==> src/design/acfcd_pkg.sv <==
package acfcd_pkg;

	// Subframe length of the codec.
	localparam int ACFCD_SUBFRAME_LEN = 40;

	// Field widths.
	localparam int SIGN_W  = 4;
	localparam int POS_W   = 13;
	localparam int DELAY_W = 8;
	localparam int GAIN_W  = 14;
	localparam int SMP_W   = 16;

	// Pulse place width: 7*5+3+1 = 39 at most.
	localparam int PLACE_W = 6;

	// Unit pulse magnitude, +-1.0 in Q13.
	localparam logic signed [SMP_W-1:0] PULSE_POS = 16'sd8192;
	localparam logic signed [SMP_W-1:0] PULSE_NEG = -16'sd8192;

	// Rounding offset for the Q14 product.
	localparam logic signed [30:0] RND_Q14 = 31'sd8192;

	localparam logic signed [17:0] SAT_MAX = 18'sd32767;
	localparam logic signed [17:0] SAT_MIN = -18'sd32768;

endpackage

==> src/design/acelp_fixed_codebook_decode_top.sv <==
// Channel | Direction | Beat fields                                         | Handshake
// in      | input     | sign_bits, position_bits, pitch_delay, pitch_gain   | in_valid / in_stall
// out     | output    | sample, last                                        | out_valid / out_stall
//
// One in beat yields SUBFRAME_LEN out beats, one per cycle while out does not stall.
// The rate is set by the sample loop: one vector store write and at most one read per sample.
// The next in beat is taken in the cycle that computes the last sample of the current one.
// Reset clears the sequencer and the output valid; the vector store is not cleared.
// A stall on out freezes the sample loop, memory read register included; in stalls while busy.
module acelp_fixed_codebook_decode_top
	import acfcd_pkg::*;
#(
	parameter int SUBFRAME_LEN = ACFCD_SUBFRAME_LEN
) (
	input  logic                      clk,
	input  logic                      arst_n,
	input  logic                      in_valid,
	output logic                      in_stall,
	input  logic [SIGN_W-1:0]         sign_bits,
	input  logic [POS_W-1:0]          position_bits,
	input  logic [DELAY_W-1:0]        pitch_delay,
	input  logic [GAIN_W-1:0]         pitch_gain,
	output logic                      out_valid,
	input  logic                      out_stall,
	output logic signed [SMP_W-1:0]   sample,
	output logic                      last
);

	localparam int CNT_W = $clog2(SUBFRAME_LEN);
	localparam logic [CNT_W-1:0] LAST_IDX = CNT_W'(SUBFRAME_LEN - 1);

	// Sequencer.
	logic             busy_q;
	logic [CNT_W-1:0] cnt_q;
	logic             advance;
	logic             in_take;
	logic             final_smp;

	// Item held for the whole subframe.
	logic [SIGN_W-1:0]  sign_q;
	logic [PLACE_W-1:0] place_q [4];
	logic [DELAY_W-1:0] delay_q;
	logic [GAIN_W-1:0]  gain_q;

	// Vector store and its registered read port.
	logic signed [SMP_W-1:0] mem [SUBFRAME_LEN];
	logic signed [SMP_W-1:0] rdata_q;
	logic                    rd_en;
	logic [CNT_W-1:0]        rd_addr;
	logic [8:0]              ahead;

	// Output register; also forwards v[n-1] for a delay of one.
	logic                    out_valid_q;
	logic signed [SMP_W-1:0] sample_q;
	logic                    last_q;

	// Datapath.
	logic signed [SMP_W-1:0] pulse;
	logic signed [SMP_W-1:0] prev;
	logic signed [30:0]      prod;
	logic signed [30:0]      rnd_sum;
	logic signed [16:0]      rnd;
	logic signed [17:0]      sum;
	logic signed [SMP_W-1:0] vnew;
	logic                    sharpen;

	assign advance   = busy_q && (!out_valid_q || !out_stall);
	assign final_smp = advance && (cnt_q == LAST_IDX);
	assign in_stall  = busy_q && !final_smp;
	assign in_take   = in_valid && !in_stall;

	// Pulse at the current sample; the four tracks never collide.
	always_comb begin
		pulse = '0;
		for (int k = 0; k < 4; k++) begin
			if ({{(8-PLACE_W){1'b0}}, place_q[k]} == {{(8-CNT_W){1'b0}}, cnt_q}) begin
				pulse = sign_q[k] ? PULSE_POS : PULSE_NEG;
			end
		end
	end

	// Delay zero sharpens by the raw pulse, delay one by the sample just made.
	always_comb begin
		if (delay_q == 8'd0) begin
			prev = pulse;
		end else if (delay_q == 8'd1) begin
			prev = sample_q;
		end else begin
			prev = rdata_q;
		end
	end

	assign sharpen = ({{(8-CNT_W){1'b0}}, cnt_q} >= delay_q);
	assign prod    = $signed(prev) * $signed({1'b0, gain_q});
	assign rnd_sum = prod + RND_Q14;
	assign rnd     = rnd_sum[30:14];

	always_comb begin
		sum = 18'(pulse);
		if (sharpen) begin
			sum = 18'(pulse) + 18'(rnd);
		end
		if (sum > SAT_MAX) begin
			vnew = SAT_MAX[SMP_W-1:0];
		end else if (sum < SAT_MIN) begin
			vnew = SAT_MIN[SMP_W-1:0];
		end else begin
			vnew = sum[SMP_W-1:0];
		end
	end

	// Read v[n+1-d] for the next sample; entries at n-1 and below are already written.
	assign ahead   = 9'(cnt_q) + 9'd1;
	assign rd_en   = advance && (cnt_q != LAST_IDX) && (delay_q >= 8'd2)
	                 && (ahead >= 9'(delay_q));
	assign rd_addr = CNT_W'(ahead - 9'(delay_q));

	always_ff @(posedge clk) begin
		if (advance) begin
			mem[cnt_q] <= vnew;
		end
		if (rd_en) begin
			rdata_q <= mem[rd_addr];
		end
	end

	always_ff @(posedge clk or negedge arst_n) begin
		if (!arst_n) begin
			busy_q <= 1'b0;
			cnt_q  <= '0;
		end else begin
			if (in_take) begin
				busy_q <= 1'b1;
				cnt_q  <= '0;
			end else if (final_smp) begin
				busy_q <= 1'b0;
				cnt_q  <= '0;
			end else if (advance) begin
				cnt_q <= cnt_q + CNT_W'(1);
			end
		end
	end

	always_ff @(posedge clk) begin
		if (in_take) begin
			sign_q     <= sign_bits;
			delay_q    <= pitch_delay;
			gain_q     <= pitch_gain;
			place_q[0] <= PLACE_W'({3'b0, position_bits[2:0]} * 6'd5);
			place_q[1] <= PLACE_W'({3'b0, position_bits[5:3]} * 6'd5 + 6'd1);
			place_q[2] <= PLACE_W'({3'b0, position_bits[8:6]} * 6'd5 + 6'd2);
			place_q[3] <= PLACE_W'({3'b0, position_bits[12:10]} * 6'd5 + 6'd3
			                       + {5'b0, position_bits[9]});
		end
	end

	always_ff @(posedge clk or negedge arst_n) begin
		if (!arst_n) begin
			out_valid_q <= 1'b0;
		end else begin
			if (advance) begin
				out_valid_q <= 1'b1;
			end else if (!out_stall) begin
				out_valid_q <= 1'b0;
			end
		end
	end

	always_ff @(posedge clk) begin
		if (advance) begin
			sample_q <= vnew;
			last_q   <= (cnt_q == LAST_IDX);
		end
	end

	assign out_valid = out_valid_q;
	assign sample    = sample_q;
	assign last      = last_q;

	a_cnt_range: assert property (@(posedge clk) disable iff (!arst_n)
		busy_q |-> (cnt_q <= LAST_IDX))
		else $error("sample counter out of range");

	a_out_from_busy: assert property (@(posedge clk) disable iff (!arst_n)
		$rose(out_valid_q) |-> $past(busy_q))
		else $error("output beat without an item in work");

	a_last_flag: assert property (@(posedge clk) disable iff (!arst_n)
		final_smp |=> (out_valid_q && last_q))
		else $error("last sample not flagged");

	a_take_start: assert property (@(posedge clk) disable iff (!arst_n)
		in_take |=> (busy_q && (cnt_q == '0)))
		else $error("item taken but loop not started");

	a_no_take_midway: assert property (@(posedge clk) disable iff (!arst_n)
		(busy_q && !final_smp) |-> !in_take)
		else $error("item taken during subframe");

endmodule

==> config.mk <==
export PLATFORM = sky130hd
export DESIGN_NAME = acelp_fixed_codebook_decode_top
export DESIGN_NICKNAME = d
export VERILOG_FILES = /design/src/design/acfcd_pkg.sv /design/src/design/acelp_fixed_codebook_decode_top.sv
export SDC_FILE = /design/constraint.sdc
export NUM_CORES = 1
export LEC_CHECK = 0
export ABC_AREA = 1
export BUFFER_PORTS_ARGS = -buffer_cell sky130_fd_sc_hd__buf_4
export CAP_MARGIN = 25
export CORE_MARGIN = 3
export CORE_UTILIZATION = 50
export CTS_CLUSTER_DIAMETER = 50
export DETAILED_ROUTE_END_ITERATION = 16
export PLACE_DENSITY = 0.78
export SLEW_MARGIN = 20
export SYNTH_ARGS = -nofsm -noshare
export SYNTH_HDL_FRONTEND = slang
export SYNTH_SLANG_ARGS = --single-unit
==> constraint.sdc <==
create_clock -name clk -period 10 [get_ports clk]
set_clock_uncertainty 0.1 [all_clocks]
set_input_delay 0.5 -clock clk [delete_from_list [all_inputs] [get_ports clk]]
set_output_delay 0.5 -clock clk [all_outputs]
set_load 0.005 [all_outputs]
* Word level (Yosys, flattened, before mapping)
Memory sizes are Yosys's and may differ from the RTL's. A register that Yosys moved wholly into a read port is not among the register bits.
Cells that the tools add are included.
** Word-level totals
- Output and inout port bits :: 19
- Flip-flop bits (word level) :: 51
- Input bits :: 43
- RAM bits :: 664
- Memories :: 2
- Word-level logic and storage cells :: 76
** Memory list
- mem :: depth 40, width 16, rd ports 1, clocked after Yosys merged registers in 1, wr ports 1, line acelp_fixed_codebook_decode_top.sv:46 : logic signed [SMP_W-1:0] mem [SUBFRAME_LEN];
- place_q :: depth 4, width 6, rd ports 4, clocked after Yosys merged registers in 0, wr ports 4, line acelp_fixed_codebook_decode_top.sv:41 : logic [PLACE_W-1:0] place_q [4];
** Cells by class
- Multipliers :: 5
- Multiplexer cells :: 24
- Equal/unequal tests :: 8
- Reduce and logical (&&, ||, !) cells :: 15
- Order comparisons :: 5
- $add $sub $neg :: 9
** Operators with widths (count)
- $mux W16 :: 12
- $add A31 B15 Y31 const B :: 1
- $mul A16 B15 Y31 :: 1
- $eq A6 B6 Y1 :: 4
- $mul A3 B3 Y6 const B :: 4
- $add A16 B17 Y18 :: 1
- $gt A18 B16 Y1 const B :: 1
- $lt A18 B16 Y1 const B :: 1
- $mux W18 :: 1
- $mux W6 :: 3
- $add A6 B1 Y6 const B :: 2
- $add A6 B2 Y6 const B :: 2
- $eq A8 B1 Y1 const B :: 1
- $ge A6 B8 Y1 :: 1
- $ge A7 B8 Y1 :: 1
- $ge A8 B2 Y1 const B :: 1
- $logic_not A8 Y1 :: 1
- $mux W1 :: 8
- $add A6 B1 Y7 const B :: 1
- $logic_and A1 B1 Y1 :: 7
- $add A6 B1 Y6 :: 1
- $eq A6 B6 Y1 const B :: 1
- $ne A6 B6 Y1 const B :: 1
- $sub A6 B6 Y6 :: 1
- 5 further kinds :: 8

* Longest topological paths before layout
An unclocked memory read counts as a cell.
- Depth in word-level cells :: 14
- Mapped depth :: 49
- Depth with buffers taken out :: 47

* Least setup slack after synthesis
No wires, ideal clock.
- Path type :: flip-flop to flip-flop
- Start point :: register cnt_q[0]
- End point :: memory mem[0][0], data pin
- Required time :: 9.376 ns
- Slack :: 0.419 ns
- Buffers on the path :: 2
- Cell stages (with the launch flop) :: 36
- Data arrival time :: 8.957 ns
- Library setup time :: 0.524 ns
- Clock period less this slack :: 9.581 ns
- Cell sequence :: dfrtp_1 > buf_2 > xnor2_1 > nand3_1 > nor3_2 > inv_1 > or2_4 > nand3_4 > nand2_4 > buf_6 > nor2_1 > inv_1 > fa_1 > inv_1 > fa_1 > fa_1 > fa_1 > fa_1 > inv_1 > fa_1 > inv_1 > ha_1 > a21o_1 > a21oi_1 > o221a_2 > nand2_1 > xor2_1 > ha_1 > fa_1 > nand2_1 > inv_1 > o21ai_0 > inv_1 > o211ai_2 > nand2_2 > o21ai_0
** Between the ends
- Cells in the longest elaborated chain, start to end :: 13
- Elaborated cells on any way between the ends :: 18
- Classes of those cells :: add/sub: 2; mul: 1; order compare: 3; eq/ne: 4; mux: 8
** RTL lines
- start, declared :: line acelp_fixed_codebook_decode_top.sv:34 : logic [CNT_W-1:0] cnt_q;
- start signal, assigned :: line acelp_fixed_codebook_decode_top.sv:139 : cnt_q <= cnt_q + CNT_W'(1);
- $eq A6 B6 Y1 :: line acelp_fixed_codebook_decode_top.sv:76 : if ({{(8-PLACE_W){1'b0}}, place_q[k]} == {{(8-CNT_W){1'b0}}, cnt_q}) begin
- $mux W16 (4 in series) :: line acelp_fixed_codebook_decode_top.sv:76
- $mux W16 :: line acelp_fixed_codebook_decode_top.sv:84 : if (delay_q == 8'd0) begin
- $mul A16 B15 Y31 :: line acelp_fixed_codebook_decode_top.sv:94 : assign prod = $signed(prev) * $signed({1'b0, gain_q});
- $add A31 B15 Y31 :: line acelp_fixed_codebook_decode_top.sv:95 : assign rnd_sum = prod + RND_Q14;
- $add A16 B17 Y18 :: line acelp_fixed_codebook_decode_top.sv:101 : sum = 18'(pulse) + 18'(rnd);
- $mux W18 * :: line acelp_fixed_codebook_decode_top.sv:100 : if (sharpen) begin
- $lt A18 B16 Y1 :: line acelp_fixed_codebook_decode_top.sv:105 : end else if (sum < SAT_MIN) begin
- $mux W16 :: line acelp_fixed_codebook_decode_top.sv:105
- $mux W16 * :: line acelp_fixed_codebook_decode_top.sv:103 : if (sum > SAT_MAX) begin
- net vnew[0] :: line acelp_fixed_codebook_decode_top.sv:64 : logic signed [SMP_W-1:0] vnew;
- end, declared :: line acelp_fixed_codebook_decode_top.sv:46
Mark *: on every way through the listed nets, which the timed path passes. The rest lies on a longest branch.

* Final worst setup path
- Start point :: register cnt_q[5]
- End point :: memory mem[35][5], data pin
Same word-level chain as after synthesis.

==> results.md <==
- Max-cap violations: 0
- Setup TNS: 0 ns
- Fmax: 105.3 MHz
- Synthesized area: between 0.03 and 0.04 mm^2
- Port Buffer Count: 61
- Yosys warns: 0
- Fraction of the yosys area taken by sequential cells: 56.40%
- Final worst-path cycle share: a little over nine tenths
- Antenna violations before repair: 4
- Worst skew pair latency: 0.65 ns
- Startpoint types: flip-flop
- Cells after DPL: 4505
- Final hold vios: 0
- Synth Net Count: 3874
- Synthesized flop and latch total: roughly 730
- Share of layout cells above drive strength 1: 9.275%
- Synth Instances: approximately 3500
- Worst path most repeated cell: inv_1
- Area grow syn2layout: 13.21%
- Routability cong.: 0.9941
- Worst Path Required: 10.24 ns
- Max stage delay cell, worst path: fa_1
- 1st-iter DRT viols: approximately 3400
- Post-DR wirelength/cell: 22.42 um
- Core area: between 0.07 and 0.08 mm^2
- Ys flop type: edfxtp_1
- Number of global-route vias before repair: 27510
- Drt via density: 5.846
- Status: finished, final reports clean
- Grt ovf: 0
- Starting Density: 50.81%
- IO Pins: 62
- Clock Root Buffer: clkbuf_16
- Largest net degree at the start of global routing: 173
- DIE HEIGHT: 284.7 um
- Hpwl dp: between 60000 and 70000 um
- CP endpoint kind: flip-flop
- Critical Path AT: between 9 and 10 ns
- CP max stage delay: 0.78 ns
- Total wire length: 105100 um
- Clock transition at path regs: 0.06 ns
- CTS sink cnt: 731
- Pins Over Slew Limit: 0
- H-tree levels: 3
- Drt drc: 0
- Fillers: 5954
- Final min period: 9.494 ns
- Num rows: ~100
- CTS buffer count: 80
- Syn_area_per_cell: between 10 and 15 um^2
- DR pass1 iterations: 8
- Synth cell types: 54
- Critical path class: flip-flop to flip-flop
- # setup viols final: 0
- GRT Total Usage: 25.30%
- Final nets: roughly 4000
- Vias: 27390
- R2R depth: 38
- Die ar.: 0.08108 mm^2
- Die width: 284.7 um
- ANT nets after route: 0
- TritonCTS clock tree: done
- Global-route wire length before repair: 158100 um
- Worst-margin pin slew: around 1.1 ns
- CTS max path bufs: 3
- Hold Crit Depth: 3
- Hold Path Class: input port to flip-flop
- Fraction of registers with async set/reset: 1.094%
- EDFF count, synth: 723
- Slew HR: roughly a quarter
- Non-filler cells, final: 4686
- Top fanout value on the critical path: 25
## layout make-up
type | instances | area [um^2] | share of cell area [%]
Timing Repair Buffer | 182 | 1553 | 3.530
Clock buffer | 93 | 2051 | 4.662
Inverter | 394 | 1498 | 3.405
Antenna cell | 1 | 2.502 | 0.005689
Tap cell | 1030 | 1289 | 2.930
Sequential cell | 731 | 21910 | 49.82
Multi-Input combinational cell | 2205 | 15100 | 34.32
Clock inverter | 50 | 583.1 | 1.326
## sequential cells by signal, summed over array words and instances (netlist names)
signal / count
mem: 640
place_q: 24
rdata_q: 16
sample: 16
gain_q: 14
delay_q: 8
cnt_q: 6
sign_q: 4
busy_q: 1
last: 1
out_valid: 1
## logic make-up after synthesis
group	after synthesis	share of synthesized area (%)
and+or+nand+nor	1243	13.14
DFF	731	56.40
buffers and inverters	552	5.562
AOI/OAI and AO/OA	547	8.193
adders and majority gates	348	15.30
xor gates and xnor gates	61	1.375
muxes	1	0.02577
## routing by layer
layer	global-route usage [%]	share of wire [%]
met1	33.00	37
met2	40.77	47
met3	4.396	11
met4	13.41	5.7
met5	0	0
## final timing paths
| check | slack [ns] | startpoint | to |
|---|---|---|---|
| max | 0.51 | cnt_q[5] | mem[35][5] |
| min | 0.03 | position_bits[8] | place_q[2][5] |
| max reg2reg | 0.51 | cnt_q[5] | mem[35][5] |
| min reg2reg | 0.42 | busy_q | out_valid |
| max in group asynchronous | 9.53 | arst_n | cnt_q[2] |
| min in group asynchronous | 0.11 | arst_n | out_valid |
## placed cells by master (no fill, tap or decap), types with 13 or more instances in the layout
cell           Yosys  final
dlygate4sd3_1      0     31
fa_1             212    211
o221ai_1          65     65
xor2_1            35     32
xnor2_1           26     25
o21ai_1           19     14
clkbuf_16          0     80
o21ai_4            0     13
nand2_1          521    517
a31oi_1           23     22
ha_1             136    135
nand3_1          174    174
o22ai_1           68     68
edfxtp_1         723    723
clkinv_1           3     17
buf_4              5    140
nand4_1           14     14
nor2_1           484    482
o21ai_0          300    293
a21oi_1           44     44
clkbuf_1         108     13
inv_1            383    377
nand3b_1          19     19
## what timing repair did
action | 4_1_cts | 5_1_grt
buffers inserted | 0 | 1
resized for setup | 0 | 26
endpoints found under the hold margin | 38 | 0
hold buffers | 31 | 0
setup endpoints to repair | 0 | 460
## through the flow
step / util, % / hold WS (ns) / setup WS (ns) / area [um^2]
6_report: 57.53 / 0.02935 / 0.5063 / 43980
5_1_grt: 57.53 / 0.05208 / -0.01516 / 43980
4_1_cts: 57.33 / 0.01355 / 0.3106 / 43830
3_5_place_dp: 53.48 / 0.2373 / 0.3575 / 40890
3_3_place_gp: 53.43 / 0.2332 / 0.4959 / 40850
2_1_floorplan: - / 0.1044 / 0.4193 / 38850
## critical path: cells and delay by family (launching register included)
family                   cells  cell delay (ns)
AO/OA/AOI/OAI                7             1.37
adder cells (fa/ha/maj)      8             3.65
buffers and inverters        9             1.27
flip-flops                   1             0.48
AND/OR/NAND/NOR             11             1.67
XOR/XNOR                     3             0.63
## synth_stat cells, drive strengths merged (5+ instances only)
cell type / instances / area (um^2)
o21bai: 5 / 37.54
a21o: 5 / 37.54
clkbuf: 109 / 410.4
nand4: 14 / 87.58
nor2: 488 / 1856
xnor2: 26 / 227.7
nand2: 526 / 1997
xor2: 35 / 306.5
nand3: 177 / 908.4
or2: 8 / 52.55
nand3b: 19 / 142.6
o221ai: 65 / 569.3
dfrtp: 8 / 200.2
fa: 212 / 4244
o22ai: 68 / 425.4
o21ai: 320 / 1605
nor3: 10 / 55.05
edfxtp: 723 / 21710
ha: 136 / 1702
a31oi: 23 / 143.9
buf: 49 / 266.5
a21oi: 46 / 237.7
inv: 391 / 1473
Power is not shown: default switching activity piles up to over one toggle a cycle in this logic, so the estimate is an artifact.
